File: config.mk
export PLATFORM = sky130hd
export DESIGN_NAME = txt_record_key_value_parse_core
export DESIGN_NICKNAME = d
export VERILOG_FILES = /design/src/design/txtkv_pkg.sv /design/src/design/txtkv_parser.sv /design/src/design/txtkv_out_reg.sv /design/src/design/txt_record_key_value_parse_core.sv
export VERILOG_INCLUDE_DIRS = /design/src /design/src/design
export SDC_FILE = /design/constraint.sdc
export NUM_CORES = 1
export LEC_CHECK = 0
export BUFFER_PORTS_ARGS = -buffer_cell sky130_fd_sc_hd__buf_2
export CORE_UTILIZATION = 55
export CTS_CLUSTER_DIAMETER = 120
export DETAILED_ROUTE_END_ITERATION = 8
export PLACE_DENSITY = 0.76
export SETUP_SLACK_MARGIN = 0.1
export SLEW_MARGIN = 15
export SYNTH_ARGS = -nofsm -noshare
export SYNTH_HDL_FRONTEND = slang
export SYNTH_SLANG_ARGS = --single-unit
export TNS_END_PERCENT = 50
File: constraint.sdc
create_clock -name clk -period 4.8 [get_ports clk]
set_input_delay 0.48 -clock clk [delete_from_list [all_inputs] [get_ports clk]]
set_output_delay 0.48 -clock clk [all_outputs]
set_load 0.01 [all_outputs]
File: src/design/txt_record_key_value_parse_core_assert.svh
// Assertion macros shared by the TXT record parser files.
`ifndef TXT_RECORD_KEY_VALUE_PARSE_CORE_ASSERT_SVH
`define TXT_RECORD_KEY_VALUE_PARSE_CORE_ASSERT_SVH

// Checked on every clock edge outside reset.
`define TXTKV_ASSERT(lbl, prop, msg) \
  lbl: assert property (@(posedge clk) disable iff (!rst_n) prop) else $error(msg);

// Checked on every clock edge, reset included.
`define TXTKV_ASSERT_ALWAYS(lbl, prop, msg) \
  lbl: assert property (@(posedge clk) prop) else $error(msg);

`endif

File: src/design/txtkv_pkg.sv
// ----------------------------------------------------------------------------
// txtkv_pkg: shared types and constants of the TXT record parser
// Input item and result item structures, command codes and separator char.
// ----------------------------------------------------------------------------
`default_nettype none

package txtkv_pkg;

  // Command codes
  localparam logic CMD_START = 1'b0;
  localparam logic CMD_DATA  = 1'b1;

  // Key/value separator character '='
  localparam logic [7:0] SEP_CHAR = 8'h3D;

  typedef struct packed {
    logic        cmd;
    logic [15:0] rdata_length;
    logic [7:0]  data_byte;
  } item_t;

  typedef struct packed {
    logic       has_char;
    logic [7:0] char_byte;
    logic       in_value;
    logic       entry_end;
    logic       record_end;
    logic       status;
  } result_t;

endpackage

`default_nettype wire

File: src/design/txtkv_parser.sv
// ----------------------------------------------------------------------------
// txtkv_parser: record parse state and per-item step logic
// Holds the byte and string counters and flags, and works out the result of
// one registered input item in combinational logic.
// ----------------------------------------------------------------------------
`default_nettype none

module txtkv_parser
  import txtkv_pkg::*;
(
  input  wire logic    clk,
  input  wire logic    rst_n,
  input  wire logic    item_valid,
  input  wire item_t   item,
  input  wire logic    advance,
  output logic         res_valid,
  output result_t      res
);

  `include "txt_record_key_value_parse_core_assert.svh"

  logic [15:0] bytes_rem_r, bytes_rem_nxt;
  logic [7:0]  str_rem_r, str_rem_nxt;
  logic        sep_seen_r, sep_seen_nxt;
  logic        active_r, active_nxt;

  logic [15:0] bytes_dec;
  logic [7:0]  str_dec;
  logic        rend;
  logic        eend;
  logic        emit;

  assign bytes_dec = bytes_rem_r - 16'd1;
  assign str_dec   = str_rem_r - 8'd1;
  assign rend      = (bytes_dec == 16'd0);
  assign eend      = (str_dec == 8'd0);

  // Step logic for one item
  always_comb begin
    bytes_rem_nxt = bytes_rem_r;
    str_rem_nxt   = str_rem_r;
    sep_seen_nxt  = sep_seen_r;
    active_nxt    = active_r;
    emit          = 1'b0;
    res           = '0;
    if (item.cmd == CMD_START) begin
      bytes_rem_nxt = item.rdata_length;
      str_rem_nxt   = 8'd0;
      sep_seen_nxt  = 1'b0;
      active_nxt    = (item.rdata_length != 16'd0);
      if (item.rdata_length == 16'd0) begin
        emit           = 1'b1;
        res.record_end = 1'b1;
      end
    end else if (active_r && (bytes_rem_r != 16'd0)) begin
      bytes_rem_nxt = bytes_dec;
      if (str_rem_r == 8'd0) begin
        // length byte
        if ({8'h00, item.data_byte} > bytes_dec) begin
          active_nxt     = 1'b0;
          bytes_rem_nxt  = 16'd0;
          emit           = 1'b1;
          res.record_end = 1'b1;
          res.status     = 1'b1;
        end else begin
          str_rem_nxt  = item.data_byte;
          sep_seen_nxt = 1'b0;
          if (rend) begin
            active_nxt     = 1'b0;
            emit           = 1'b1;
            res.record_end = 1'b1;
          end
        end
      end else begin
        // string content byte
        str_rem_nxt = str_dec;
        if (rend) begin
          active_nxt = 1'b0;
        end
        if ((item.data_byte == SEP_CHAR) && !sep_seen_r) begin
          sep_seen_nxt = 1'b1;
          if (eend) begin
            emit           = 1'b1;
            res.entry_end  = 1'b1;
            res.record_end = rend;
          end
        end else begin
          emit           = 1'b1;
          res.has_char   = 1'b1;
          res.char_byte  = item.data_byte;
          res.in_value   = sep_seen_r;
          res.entry_end  = eend;
          res.record_end = rend;
        end
      end
    end
  end

  assign res_valid = item_valid && emit;

  // State registers, updated as the item moves on
  always_ff @(posedge clk) begin
    if (!rst_n) begin
      bytes_rem_r <= 16'd0;
      str_rem_r   <= 8'd0;
      sep_seen_r  <= 1'b0;
      active_r    <= 1'b0;
    end else if (item_valid && advance) begin
      bytes_rem_r <= bytes_rem_nxt;
      str_rem_r   <= str_rem_nxt;
      sep_seen_r  <= sep_seen_nxt;
      active_r    <= active_nxt;
    end
  end

  // Checks
  `TXTKV_ASSERT(a_status_needs_end, (res_valid && res.status) |-> res.record_end, "status without record_end")
  `TXTKV_ASSERT(a_end_goes_idle, (res_valid && advance && res.record_end) |=> !active_r, "record_end left record active")
  `TXTKV_ASSERT(a_idle_data_silent, (item_valid && (item.cmd == CMD_DATA) && !active_r) |-> !res_valid, "result from data while idle")
  `TXTKV_ASSERT(a_no_char_clean, (res_valid && !res.has_char) |-> (res.char_byte == 8'h00 && !res.in_value), "stray character bits")

endmodule

`default_nettype wire

File: src/design/txtkv_out_reg.sv
// ----------------------------------------------------------------------------
// txtkv_out_reg: result register
// Holds one result item for the receiver; reloads whenever the pipe advances.
// ----------------------------------------------------------------------------
`default_nettype none

module txtkv_out_reg
  import txtkv_pkg::*;
(
  input  wire logic    clk,
  input  wire logic    rst_n,
  input  wire logic    advance,
  input  wire logic    res_valid,
  input  wire result_t res,
  output logic         out_valid,
  output result_t      out_res
);

  `include "txt_record_key_value_parse_core_assert.svh"

  logic    valid_r;
  result_t res_r;

  // Valid bit
  always_ff @(posedge clk) begin
    if (!rst_n) begin
      valid_r <= 1'b0;
    end else if (advance) begin
      valid_r <= res_valid;
    end
  end

  // Payload
  always_ff @(posedge clk) begin
    if (advance && res_valid) begin
      res_r <= res;
    end
  end

  assign out_valid = valid_r;
  assign out_res   = res_r;

  // Checks
  `TXTKV_ASSERT_ALWAYS(a_reset_empty, !rst_n |=> !valid_r, "result valid after reset")
  `TXTKV_ASSERT(a_hold_when_blocked, ($past(valid_r) && !$past(advance)) |-> (valid_r && $stable(res_r)), "held result changed")

endmodule

`default_nettype wire

File: src/design/txt_record_key_value_parse_core.sv
// ----------------------------------------------------------------------------
// txt_record_key_value_parse_core: TXT record key=value attribute splitter
//
// Input channel (in_valid/in_stall): a start item (cmd 0) carries the record
// data length; data items (cmd 1) carry one record data byte each.
// Result channel (out_valid/out_stall): zero or one result per input item,
// with the character, its key/value tag, entry end, record end and status.
// An item is taken on a clock edge with valid high and stall low.
// Throughput: one item per cycle while out_stall stays low. Each item is
// registered, its step is worked out in combinational counter and compare
// logic, and the result lands in the output register, which drives
// out_valid once the item has moved on from the input register.
// A stall on the result side holds the output register; the input register
// then holds its item and in_stall rises in the same cycle, so at most two
// items are in flight.
// Reset (rst_n low, synchronous) empties both registers and leaves the
// parser idle with no record active.
// ----------------------------------------------------------------------------
`default_nettype none

module txt_record_key_value_parse_core
  import txtkv_pkg::*;
(
  input  wire logic        clk,
  input  wire logic        rst_n,
  input  wire logic        in_valid,
  output logic             in_stall,
  input  wire logic        in_cmd,
  input  wire logic [15:0] in_rdata_length,
  input  wire logic [7:0]  in_data_byte,
  output logic             out_valid,
  input  wire logic        out_stall,
  output logic             out_has_char,
  output logic [7:0]       out_char_byte,
  output logic             out_in_value,
  output logic             out_entry_end,
  output logic             out_record_end,
  output logic             out_status
);

  logic    item_valid_r;
  item_t   item_r;
  logic    advance;
  logic    res_valid;
  result_t res;
  result_t out_res;

  // Pipe moves when the output register is empty or being taken
  assign advance  = !out_valid || !out_stall;
  assign in_stall = item_valid_r && !advance;

  // Input register
  always_ff @(posedge clk) begin
    if (!rst_n) begin
      item_valid_r <= 1'b0;
    end else if (!in_stall) begin
      item_valid_r <= in_valid;
    end
  end

  always_ff @(posedge clk) begin
    if (!in_stall && in_valid) begin
      item_r.cmd          <= in_cmd;
      item_r.rdata_length <= in_rdata_length;
      item_r.data_byte    <= in_data_byte;
    end
  end

  txtkv_parser u_parser (
    .clk        (clk),
    .rst_n      (rst_n),
    .item_valid (item_valid_r),
    .item       (item_r),
    .advance    (advance),
    .res_valid  (res_valid),
    .res        (res)
  );

  txtkv_out_reg u_out_reg (
    .clk       (clk),
    .rst_n     (rst_n),
    .advance   (advance),
    .res_valid (res_valid),
    .res       (res),
    .out_valid (out_valid),
    .out_res   (out_res)
  );

  assign out_has_char   = out_res.has_char;
  assign out_char_byte  = out_res.char_byte;
  assign out_in_value   = out_res.in_value;
  assign out_entry_end  = out_res.entry_end;
  assign out_record_end = out_res.record_end;
  assign out_status     = out_res.status;

endmodule

`default_nettype wire
==> summary.md, run 1 <==
| Metric | Value |
|---|---|
| Clock latency on the worst-skew pair | `between 300 and 400 ps` |
| Total number of nets in the final design | `about 450` |
| Cell row count | `29` |
| Antenna violations before repair | `0` |
| Length of the first detailed-routing pass in iterations | `4` |
| Share of the synthesized area in compound gates (AO/OA/AOI/OAI) | `0.175` |
| Async SR Flop Fraction | `0` |
| Run status | `complete, no violations` |
| Largest net degree at the start of global routing | `27` |
| Synth Area in Adders | `0.0449` |
| CP bufs+invs | `2` |
| Critical-path cell with the highest stage delay | `sky130_fd_sc_hd__a21oi_1` |
| HPWL Detailed | `roughly 5800 microns` |
| Maximum operating frequency | `around 0.25 GHz` |
| Antenna Cells | `0` |
| Maximum capacitance violations | `0` |
| List of cells traversed by the critical path | `inv_1 -> ha_1 -> or4b_4 -> nor3_1 -> nor2_1 -> ha_1 -> nand4_1 -> a21oi_1 -> o21ai_0 -> a21oi_1 -> o21ai_0 -> a21oi_1 -> buf_4` |
| Post-synthesis share of cell area spent on and, or, nand and nor gates | `0.223` |
| Number of cells after detailed placement | `477` |
| Post-Synthesis Mean Instance Area | `approximately 9.7 sq um` |
| Most used cell along the critical path | `sky130_fd_sc_hd__a21oi_1` |
| Cell Area, Synth | `3620 sq um` |
| Final Hold Fails | `0` |
| CP Max Fanout | `11` |
| H-tree levels | `3` |
| Syn_nets | `414` |
| Cell family with the largest share of critical-path delay | `compound AO/OA/AOI/OAI gates` |
| Worst supply voltage drop on vdd | `317 uV` |
| FF+latch count, synth | `66` |
| Final Slew Violations | `0` |
| Number of standard cells after synthesis | `around 370` |
| Sort of element at the end of the critical path | `register` |
| Final count of negative-setup-slack endpoints | `0` |
| Die outline height | `83.2 microns` |
| Utilization of the core after routing | `0.644` |
| Die area | `6920 sq um` |
| Number of remaining DRC errors | `0` |
| Number of clock sinks | `66` |
| Post-CTS Setup Bufs | `0` |
| Most used flip-flop cell after synthesis | `sky130_fd_sc_hd__edfxtp_1` |
| Register area share after synthesis | `0.469` |
| Post-cts resize count | `0` |
| DRT iter0 DRCs | `258` |
| Leak pwr | `about 1.6 nW` |
| Synthesized-area fraction occupied by xor and xnor cells | `0.0266` |
| Avg Vias per Cell | `6.14` |
| Sum of negative setup slack | `0 ps` |
| Critical path required time | `4870 ps` |
| Headroom to the max-slew limit | `0.353` |
| Hold slack final | `295 ps` |
| CP peak stage delay | `620 ps` |
| Worst min-delay path category | `in2reg` |
| Final RePlAce weighted congestion | `0.928` |
| P&R area growth vs syn | `12.7%` |
| Power per cell area | `368 nW/um^2` |
| Die width | `83.2 microns` |
| Number of input and output port buffers inserted | `43` |
| Count of boundary I/O pins | `44` |
| Worst clock skew on the final layout | `13.2 ps` |
| Worst Tran Pin Value | `962 ps` |
| Overall Global Routing Usage | `0.246` |
| Post-layout min period | `4030 ps` |
| Fin cells | `493` |
| Dominant combinational cell family by area after synthesis | `simple AND/OR/NAND/NOR gates` |
| Hold Buf Count CTS | `0` |
| RSZ-0062 raised after global routing | `no` |
| Mux share of post-synthesis cell area | `0.0252` |
| Synth Warn # | `0` |
| Post-synth EDFFs | `38` |
| Type of origin of the critical path | `register` |
| Total core area | `around 6300 sq um` |
| Final wirelength | `8130 microns` |
| Remaining antenna violation count | `0` |
| Vias in the first global route | `around 2900` |
| Data arrival at the endpoint of the critical path | `4100 ps` |
| CTS tree | `yes` |
| Proportion of layout cells with a drive suffix above 1 | `0.195` |
| Number of library cell types mapped by synthesis | `63` |
| Master cell of the clock root buffer | `sky130_fd_sc_hd__clkbuf_8` |
| Global-route congestion overflow total | `0` |
| Final clock period utilization by the worst path | `0.840` |
| Initial core utilization | `0.571` |
| Wire length of the first global-routing pass | `roughly 13000 microns` |
| Clock buffer depth | `2` |
| Vias after detailed routing | `3027` |
| Crit Path Category | `reg2reg` |
| Post-DR wirelength/cell | `16.5 microns` |
| Clock edge transition at the registers on the reported setup and hold paths | `around 80 ps` |
| Num CTS Buffers | `9` |
-- flip-flops by register name (all words and copies together), names as in the netlist --
register              cells
u_parser.bytes_rem_r     16
item_valid_r              1
u_parser.str_rem_r        8
u_out_reg.out_res        13
u_out_reg.out_valid       1
u_parser.sep_seen_r       1
item_r                   25
u_parser.active_r         1
-- cells by family (layout without fill, tap and decap cells) --
kind of cell | after synthesis | count (layout)
adders and majority gates | 13 | 13
muxes | 9 | 9
AOI/OAI and AO/OA | 94 | 94
buffers and inverters | 29 | 73
and+or+nand+nor | 150 | 150
DFF | 66 | 66
xor gates and xnor gates | 11 | 11
-- worst paths after layout --
check        slack [ps]                    start  depth (start not counted)                     to
min                 290          in_data_byte[7]                          1              item_r[7]
max                 770  u_parser.bytes_rem_r[0]                         13  u_out_reg.out_res[12]
max reg2reg         770  u_parser.bytes_rem_r[0]                         13  u_out_reg.out_res[12]
min reg2reg         490    u_parser.str_rem_r[6]                          2  u_parser.str_rem_r[6]
-- per-layer routing --
| layer | vias up | global-route usage | routed length [microns] |
|---|---|---|---|
| li1 | 1463 | - | - |
| met1 | 1464 | 0.336 | 3730 |
| met2 | 92 | 0.384 | 3860 |
| met3 | 8 | 0.0557 | 446 |
| met4 | 0 | 0.0909 | 101 |
| met5 | - | 0 | 0 |
-- worst reg2reg max path, delay by kind of cell, from the launching register on --
kind / cells / cell delay [ps]
AOI/OAI and AO/OA: 5 / 1250
DFF: 1 / 410
buffers and inverters: 2 / 410
and+or+nand+nor: 4 / 990
adders and majority gates: 2 / 660
-- final cells by class --
class	count	area [sq um]
Timing Repair Buffer	48	253
Clock inverter	7	83.8
Tap cell	77	96.3
Sequential cell	66	1700
Multi-Input combinational cell	277	1790
Inverter	9	33.8
Fill cell	521	2260
Clock buffer	9	124
-- power by group --
group          internal [W]  switching (W)
Combinational      0.000139       0.000207
Sequential         0.000632      0.0000401
Clock              0.000248       0.000236
Total               0.00102       0.000483
-- cell usage in the layout (no fill, tap or decap), types with 2 or more instances in the layout --
cell type	Yosys	layout
sky130_fd_sc_hd__nand4_1	7	7
sky130_fd_sc_hd__a31oi_1	4	4
sky130_fd_sc_hd__dfxtp_1	28	28
sky130_fd_sc_hd__buf_4	1	5
sky130_fd_sc_hd__nor2_1	32	32
sky130_fd_sc_hd__and3_1	3	3
sky130_fd_sc_hd__xnor2_1	5	5
sky130_fd_sc_hd__nand2_1	40	40
sky130_fd_sc_hd__mux2i_1	8	8
sky130_fd_sc_hd__a211oi_1	2	2
sky130_fd_sc_hd__nand3_1	3	3
sky130_fd_sc_hd__clkinv_4	0	2
sky130_fd_sc_hd__o31ai_1	3	3
sky130_fd_sc_hd__o22ai_1	2	2
sky130_fd_sc_hd__nor4_1	11	11
sky130_fd_sc_hd__xor2_1	6	6
sky130_fd_sc_hd__o21ai_0	22	22
sky130_fd_sc_hd__and2_1	12	12
sky130_fd_sc_hd__a311o_1	2	2
sky130_fd_sc_hd__buf_2	3	43
sky130_fd_sc_hd__and3b_1	2	2
sky130_fd_sc_hd__nor2b_1	6	5
sky130_fd_sc_hd__or2_2	4	4
sky130_fd_sc_hd__inv_6	0	2
sky130_fd_sc_hd__inv_1	9	9
sky130_fd_sc_hd__o21a_1	2	2
sky130_fd_sc_hd__or3_1	5	5
sky130_fd_sc_hd__nor3b_1	2	2
sky130_fd_sc_hd__clkbuf_8	0	9
sky130_fd_sc_hd__nand3b_1	5	5
sky130_fd_sc_hd__ha_1	13	13
sky130_fd_sc_hd__edfxtp_1	38	38
sky130_fd_sc_hd__nor3_1	8	8
sky130_fd_sc_hd__a21oi_1	28	28
sky130_fd_sc_hd__a2bb2oi_1	3	3
sky130_fd_sc_hd__a22oi_1	4	4
sky130_fd_sc_hd__o211ai_1	6	6
-- cells in the mapped netlist (5+ instances only) --
cell type / n / area [sq um]
sky130_fd_sc_hd__nor3_1: 8 / 40.0
sky130_fd_sc_hd__xor2_1: 6 / 52.6
sky130_fd_sc_hd__o21ai_0: 22 / 110
sky130_fd_sc_hd__and2_1: 12 / 75.1
sky130_fd_sc_hd__nor2_1: 32 / 120
sky130_fd_sc_hd__nand4_1: 7 / 43.8
sky130_fd_sc_hd__clkbuf_1: 14 / 52.6
sky130_fd_sc_hd__mux2i_1: 8 / 80.1
sky130_fd_sc_hd__or3_1: 5 / 31.3
sky130_fd_sc_hd__xnor2_1: 5 / 43.8
sky130_fd_sc_hd__nand2_1: 40 / 150
sky130_fd_sc_hd__dfxtp_1: 28 / 561
sky130_fd_sc_hd__nand3b_1: 5 / 37.5
sky130_fd_sc_hd__o211ai_1: 6 / 45.0
sky130_fd_sc_hd__inv_1: 9 / 33.8
sky130_fd_sc_hd__a21oi_1: 28 / 140
sky130_fd_sc_hd__ha_1: 13 / 163
sky130_fd_sc_hd__nor4_1: 11 / 68.8
sky130_fd_sc_hd__nor2b_1: 6 / 37.5
sky130_fd_sc_hd__edfxtp_1: 38 / 1140
-- stage by stage --
step / power (W) / area [sq um] / worst slack (ps)
2_1_floorplan: 0.000948 / 3620 / 1050
3_3_place_gp: 0.00102 / 3880 / 1010
3_5_place_dp: 0.00102 / 3880 / 800
4_1_cts: 0.00151 / 4090 / 764
5_1_grt: 0.00158 / 4090 / 435
6_report: 0.00150 / 4090 / 770
Power figures use the tool's default switching activity.
==> run 2, diff against run 1 <==
Clock period 4.8 ns to 3.95 ns, I/O delays scaled along.
==> run 2 against run 1 <==
Combinational power increased by 25%. Critical path depth unchanged. Flip-flop and latch count unchanged. Clock power increased by 25%. Power increased by 24%. Hold slack got worse by 82 ps. Clock-buffer cell count increased by 2. Via count increased by 1.5%. Setup slack got worse by 400 ps. Global-route usage increased by 1.1 points. Die area unchanged.
==> summary.md, run 2 (synthesis gave the netlist of run 1 again) <==
| Metric | Value |
|---|---|
| Run status | `complete, no violations` |
| Post-route worst setup slack | `366 ps (-404 ps)` |
| P_sw | `0.000561 W (+16%)` |
| Remaining antenna violation count | `0 (unchanged)` |
| Fraction of power consumed by combinational cells | `0.232 (+0.002)` |
| Clock edge transition at the registers on the reported setup and hold paths | `70 ps (about the same)` |
| Clock network fraction of total power | `0.327 (+0.005)` |
| Headroom to the max-slew limit | `0.344 (-0.00876)` |
| Placed instance area | `3910 sq um (+0.77%)` |
| Leak pwr | `1.58 nW (+1.5%)` |
| Cell internal power dissipation | `0.00130 W (+27%)` |
| Die outline height | `83.2 microns (unchanged)` |
| Number of input and output port buffers inserted | `43 (unchanged)` |
| Overall Global Routing Usage | `0.257 (+0.0106)` |
| CP Max Fanout | `11 (unchanged)` |
| Sum of negative setup slack | `0 ps (unchanged)` |
| RSZ-0062 raised after global routing | `no` |
| Power per cell area | `451 nW/um^2 (+23%)` |
| Leading cell type in the layout, fill and taps excluded | `sky130_fd_sc_hd__buf_2` |
| Flop pwr share | `0.441 (-0.006)` |
| Die area | `6920 sq um (unchanged)` |
| Final count of negative-setup-slack endpoints | `0 (unchanged)` |
| CTS tree | `yes` |
| Depth of the worst register-to-register path | `13 (unchanged)` |
| Clock buffer depth | `2 (unchanged)` |
| Post-layout min period | `3580 ps (-446 ps)` |
| Num CTS Buffers | `9 (unchanged)` |
| Length of the first detailed-routing pass in iterations | `5 (+1)` |
| Worst Tran Pin Value | `975 ps (+13.0 ps)` |
| Die width | `83.2 microns (unchanged)` |
| Master cell of the clock root buffer | `sky130_fd_sc_hd__clkbuf_8` |
| Total core area | `6350 sq um (unchanged)` |
| Data arrival at the endpoint of the critical path | `3650 ps (-450 ps)` |
| Worst clock skew on the final layout | `7.45 ps (-5.76 ps)` |
| Worst min-delay path category | `in2reg` |
| Wire length of the first global-routing pass | `13900 microns (+4.0%)` |
| Worst hold endpoint | `item_r[17]` |
| Total number of nets in the final design | `457 (+0.88%)` |
| Initial core utilization | `0.571 (unchanged)` |
| Vias after detailed routing | `3073 (+1.5%)` |
| Vias in the first global route | `2864 (-0.49%)` |
| Clock latency on the worst-skew pair | `350 ps (about the same)` |
| Leading cell types in the layout, fill and taps excluded | `sky130_fd_sc_hd__buf_2 (43), sky130_fd_sc_hd__nand2_1 (40), sky130_fd_sc_hd__edfxtp_1 (38)` |
| Antenna violations before repair | `0 (unchanged)` |
| Worst supply voltage drop on vdd | `409 uV (+29%)` |
| Maximum operating frequency | `0.279 GHz (+12%)` |
| Count of boundary I/O pins | `44 (unchanged)` |
| Flip-flop count of the largest register, all copies and words added | `25 (unchanged)` |
| R2R Setup Slk | `370 ps (-400 ps)` |
| Beginning of the worst register-to-register path | `u_parser.bytes_rem_r[0]` |
| Final wirelength | `8390 microns (+3.2%)` |
| Final RePlAce weighted congestion | `0.928 (about the same)` |
| Post-DR wirelength/cell | `16.9 microns (+2.4%)` |
| Antenna Cells | `0 (unchanged)` |
| Hold Buf Count CTS | `0 (unchanged)` |
| H-tree levels | `3 (unchanged)` |
| Cell depth of the worst min-delay path | `1 (unchanged)` |
| Global-route congestion overflow total | `0 (unchanged)` |
| Maximum capacitance violations | `0 (unchanged)` |
| Avg Vias per Cell | `6.18 (+0.70%)` |
| Endpoint of the most critical register-to-register path | `u_out_reg.out_res[5]` |
| Number of clock sinks | `66 (unchanged)` |
| Utilization of the core after routing | `0.649 (+0.00552)` |
| Critical path required time | `4020 ps (-850 ps)` |
| Number of remaining DRC errors | `0 (unchanged)` |
| Cell row count | `29 (unchanged)` |
| Final clock period utilization by the worst path | `0.907 (+0.0678)` |
| Type of origin of the critical path | `register` |
| Register name with the most flops | `item_r` |
| Crit Path Category | `reg2reg` |
| Pre-CTS setup slack | `411 ps (-390 ps)` |
| Switching fraction of total power | `0.302 (-0.0200)` |
| Sort of element at the end of the critical path | `register` |
| P&R area growth vs syn | `13.7%` |
| Final Slew Violations | `0 (unchanged)` |
| Final Hold Fails | `0 (unchanged)` |
| Largest net degree at the start of global routing | `26 (-3.7%)` |
| HP Start | `in_rdata_length[9]` |
| HPWL Detailed | `6060 microns (+4.4%)` |
| Area of all placed cells without fillers | `4120 sq um (+0.86%)` |
| Proportion of layout cells with a drive suffix above 1 | `0.200 (+0.00529)` |
| DRT iter0 DRCs | `246 (-4.7%)` |
run 2: worst max-delay path by stage:
stage / from / to / slack [ps] / cells past startpoint
5_1_grt: u_parser.bytes_rem_r[0] / u_out_reg.out_res[12] / 100 / 13
3_3_place_gp: u_parser.bytes_rem_r[0] / u_out_reg.out_res[6] / 550 / 10
6_report: u_parser.bytes_rem_r[0] / u_out_reg.out_res[5] / 370 / 13
2_1_floorplan: u_parser.bytes_rem_r[0] / u_out_reg.out_res[0] / 200 / 12
3_5_place_dp: u_parser.bytes_rem_r[0] / u_out_reg.out_res[5] / 410 / 13
4_1_cts: u_parser.bytes_rem_r[0] / u_out_reg.out_res[5] / 370 / 13
run 2: critical path, cell delays in order, from the launching register on:
cell                      delay (ps)
sky130_fd_sc_hd__dfxtp_1         410
sky130_fd_sc_hd__inv_1           140
sky130_fd_sc_hd__ha_2            290
sky130_fd_sc_hd__or4b_4          540
sky130_fd_sc_hd__nor3_1          210
sky130_fd_sc_hd__nor2_1          100
sky130_fd_sc_hd__ha_1            310
sky130_fd_sc_hd__nand4_1         120
sky130_fd_sc_hd__a21oi_1         210
sky130_fd_sc_hd__o21ai_0         140
sky130_fd_sc_hd__a21oi_1         250
sky130_fd_sc_hd__o21ai_0         110
sky130_fd_sc_hd__a21oi_1         250
sky130_fd_sc_hd__buf_4           220
run 2: what timing repair did:
| action | CTS | global route |
|---|---|---|
| gates resized for setup | 0 | 1 |
| setup endpoints to repair | 0 | 13 |
| setup buffers | 0 | 0 |
run 2: layout make-up:
| cell class | instances | area (sq um) |
|---|---|---|
| inverter | 9 | 33.8 |
| fill | 504 | 2230 |
| clock inverter | 5 | 78.8 |
| tap | 77 | 96.3 |
| sequential | 66 | 1700 |
| clock buffer | 11 | 131 |
| timing repair buffer | 52 | 283 |
| multi-input combinational | 277 | 1800 |
run 2: metal layers:
metal,global-route usage,part of all wire,vias to the layer above,wire length (microns)
li1,-,-,1465,-
met1,0.344,0.45,1458,3770
met2,0.392,0.47,132,3930
met3,0.0736,0.063,18,532
met4,0.103,0.019,0,158
met5,0,0,-,0
run 2: per-stage QoR:
step,hold WS [ps],cells,total power [W]
final,213,497,0.00186
after global routing,193,497,0.00195
after CTS,203,497,0.00186
after detailed placement,484,481,0.00125
after global placement,473,481,0.00124
after floorplan,459,372,0.00115
run 2: power by group through the flow:
stage                     combinational (W)  sequential, W  clock [W]
final                              0.000432       0.000821   0.000608
after global routing               0.000475       0.000825   0.000654
after CTS                          0.000422       0.000819   0.000616
after detailed placement           0.000419       0.000833          0
after global placement             0.000409       0.000832          0
after floorplan                    0.000342       0.000810          0
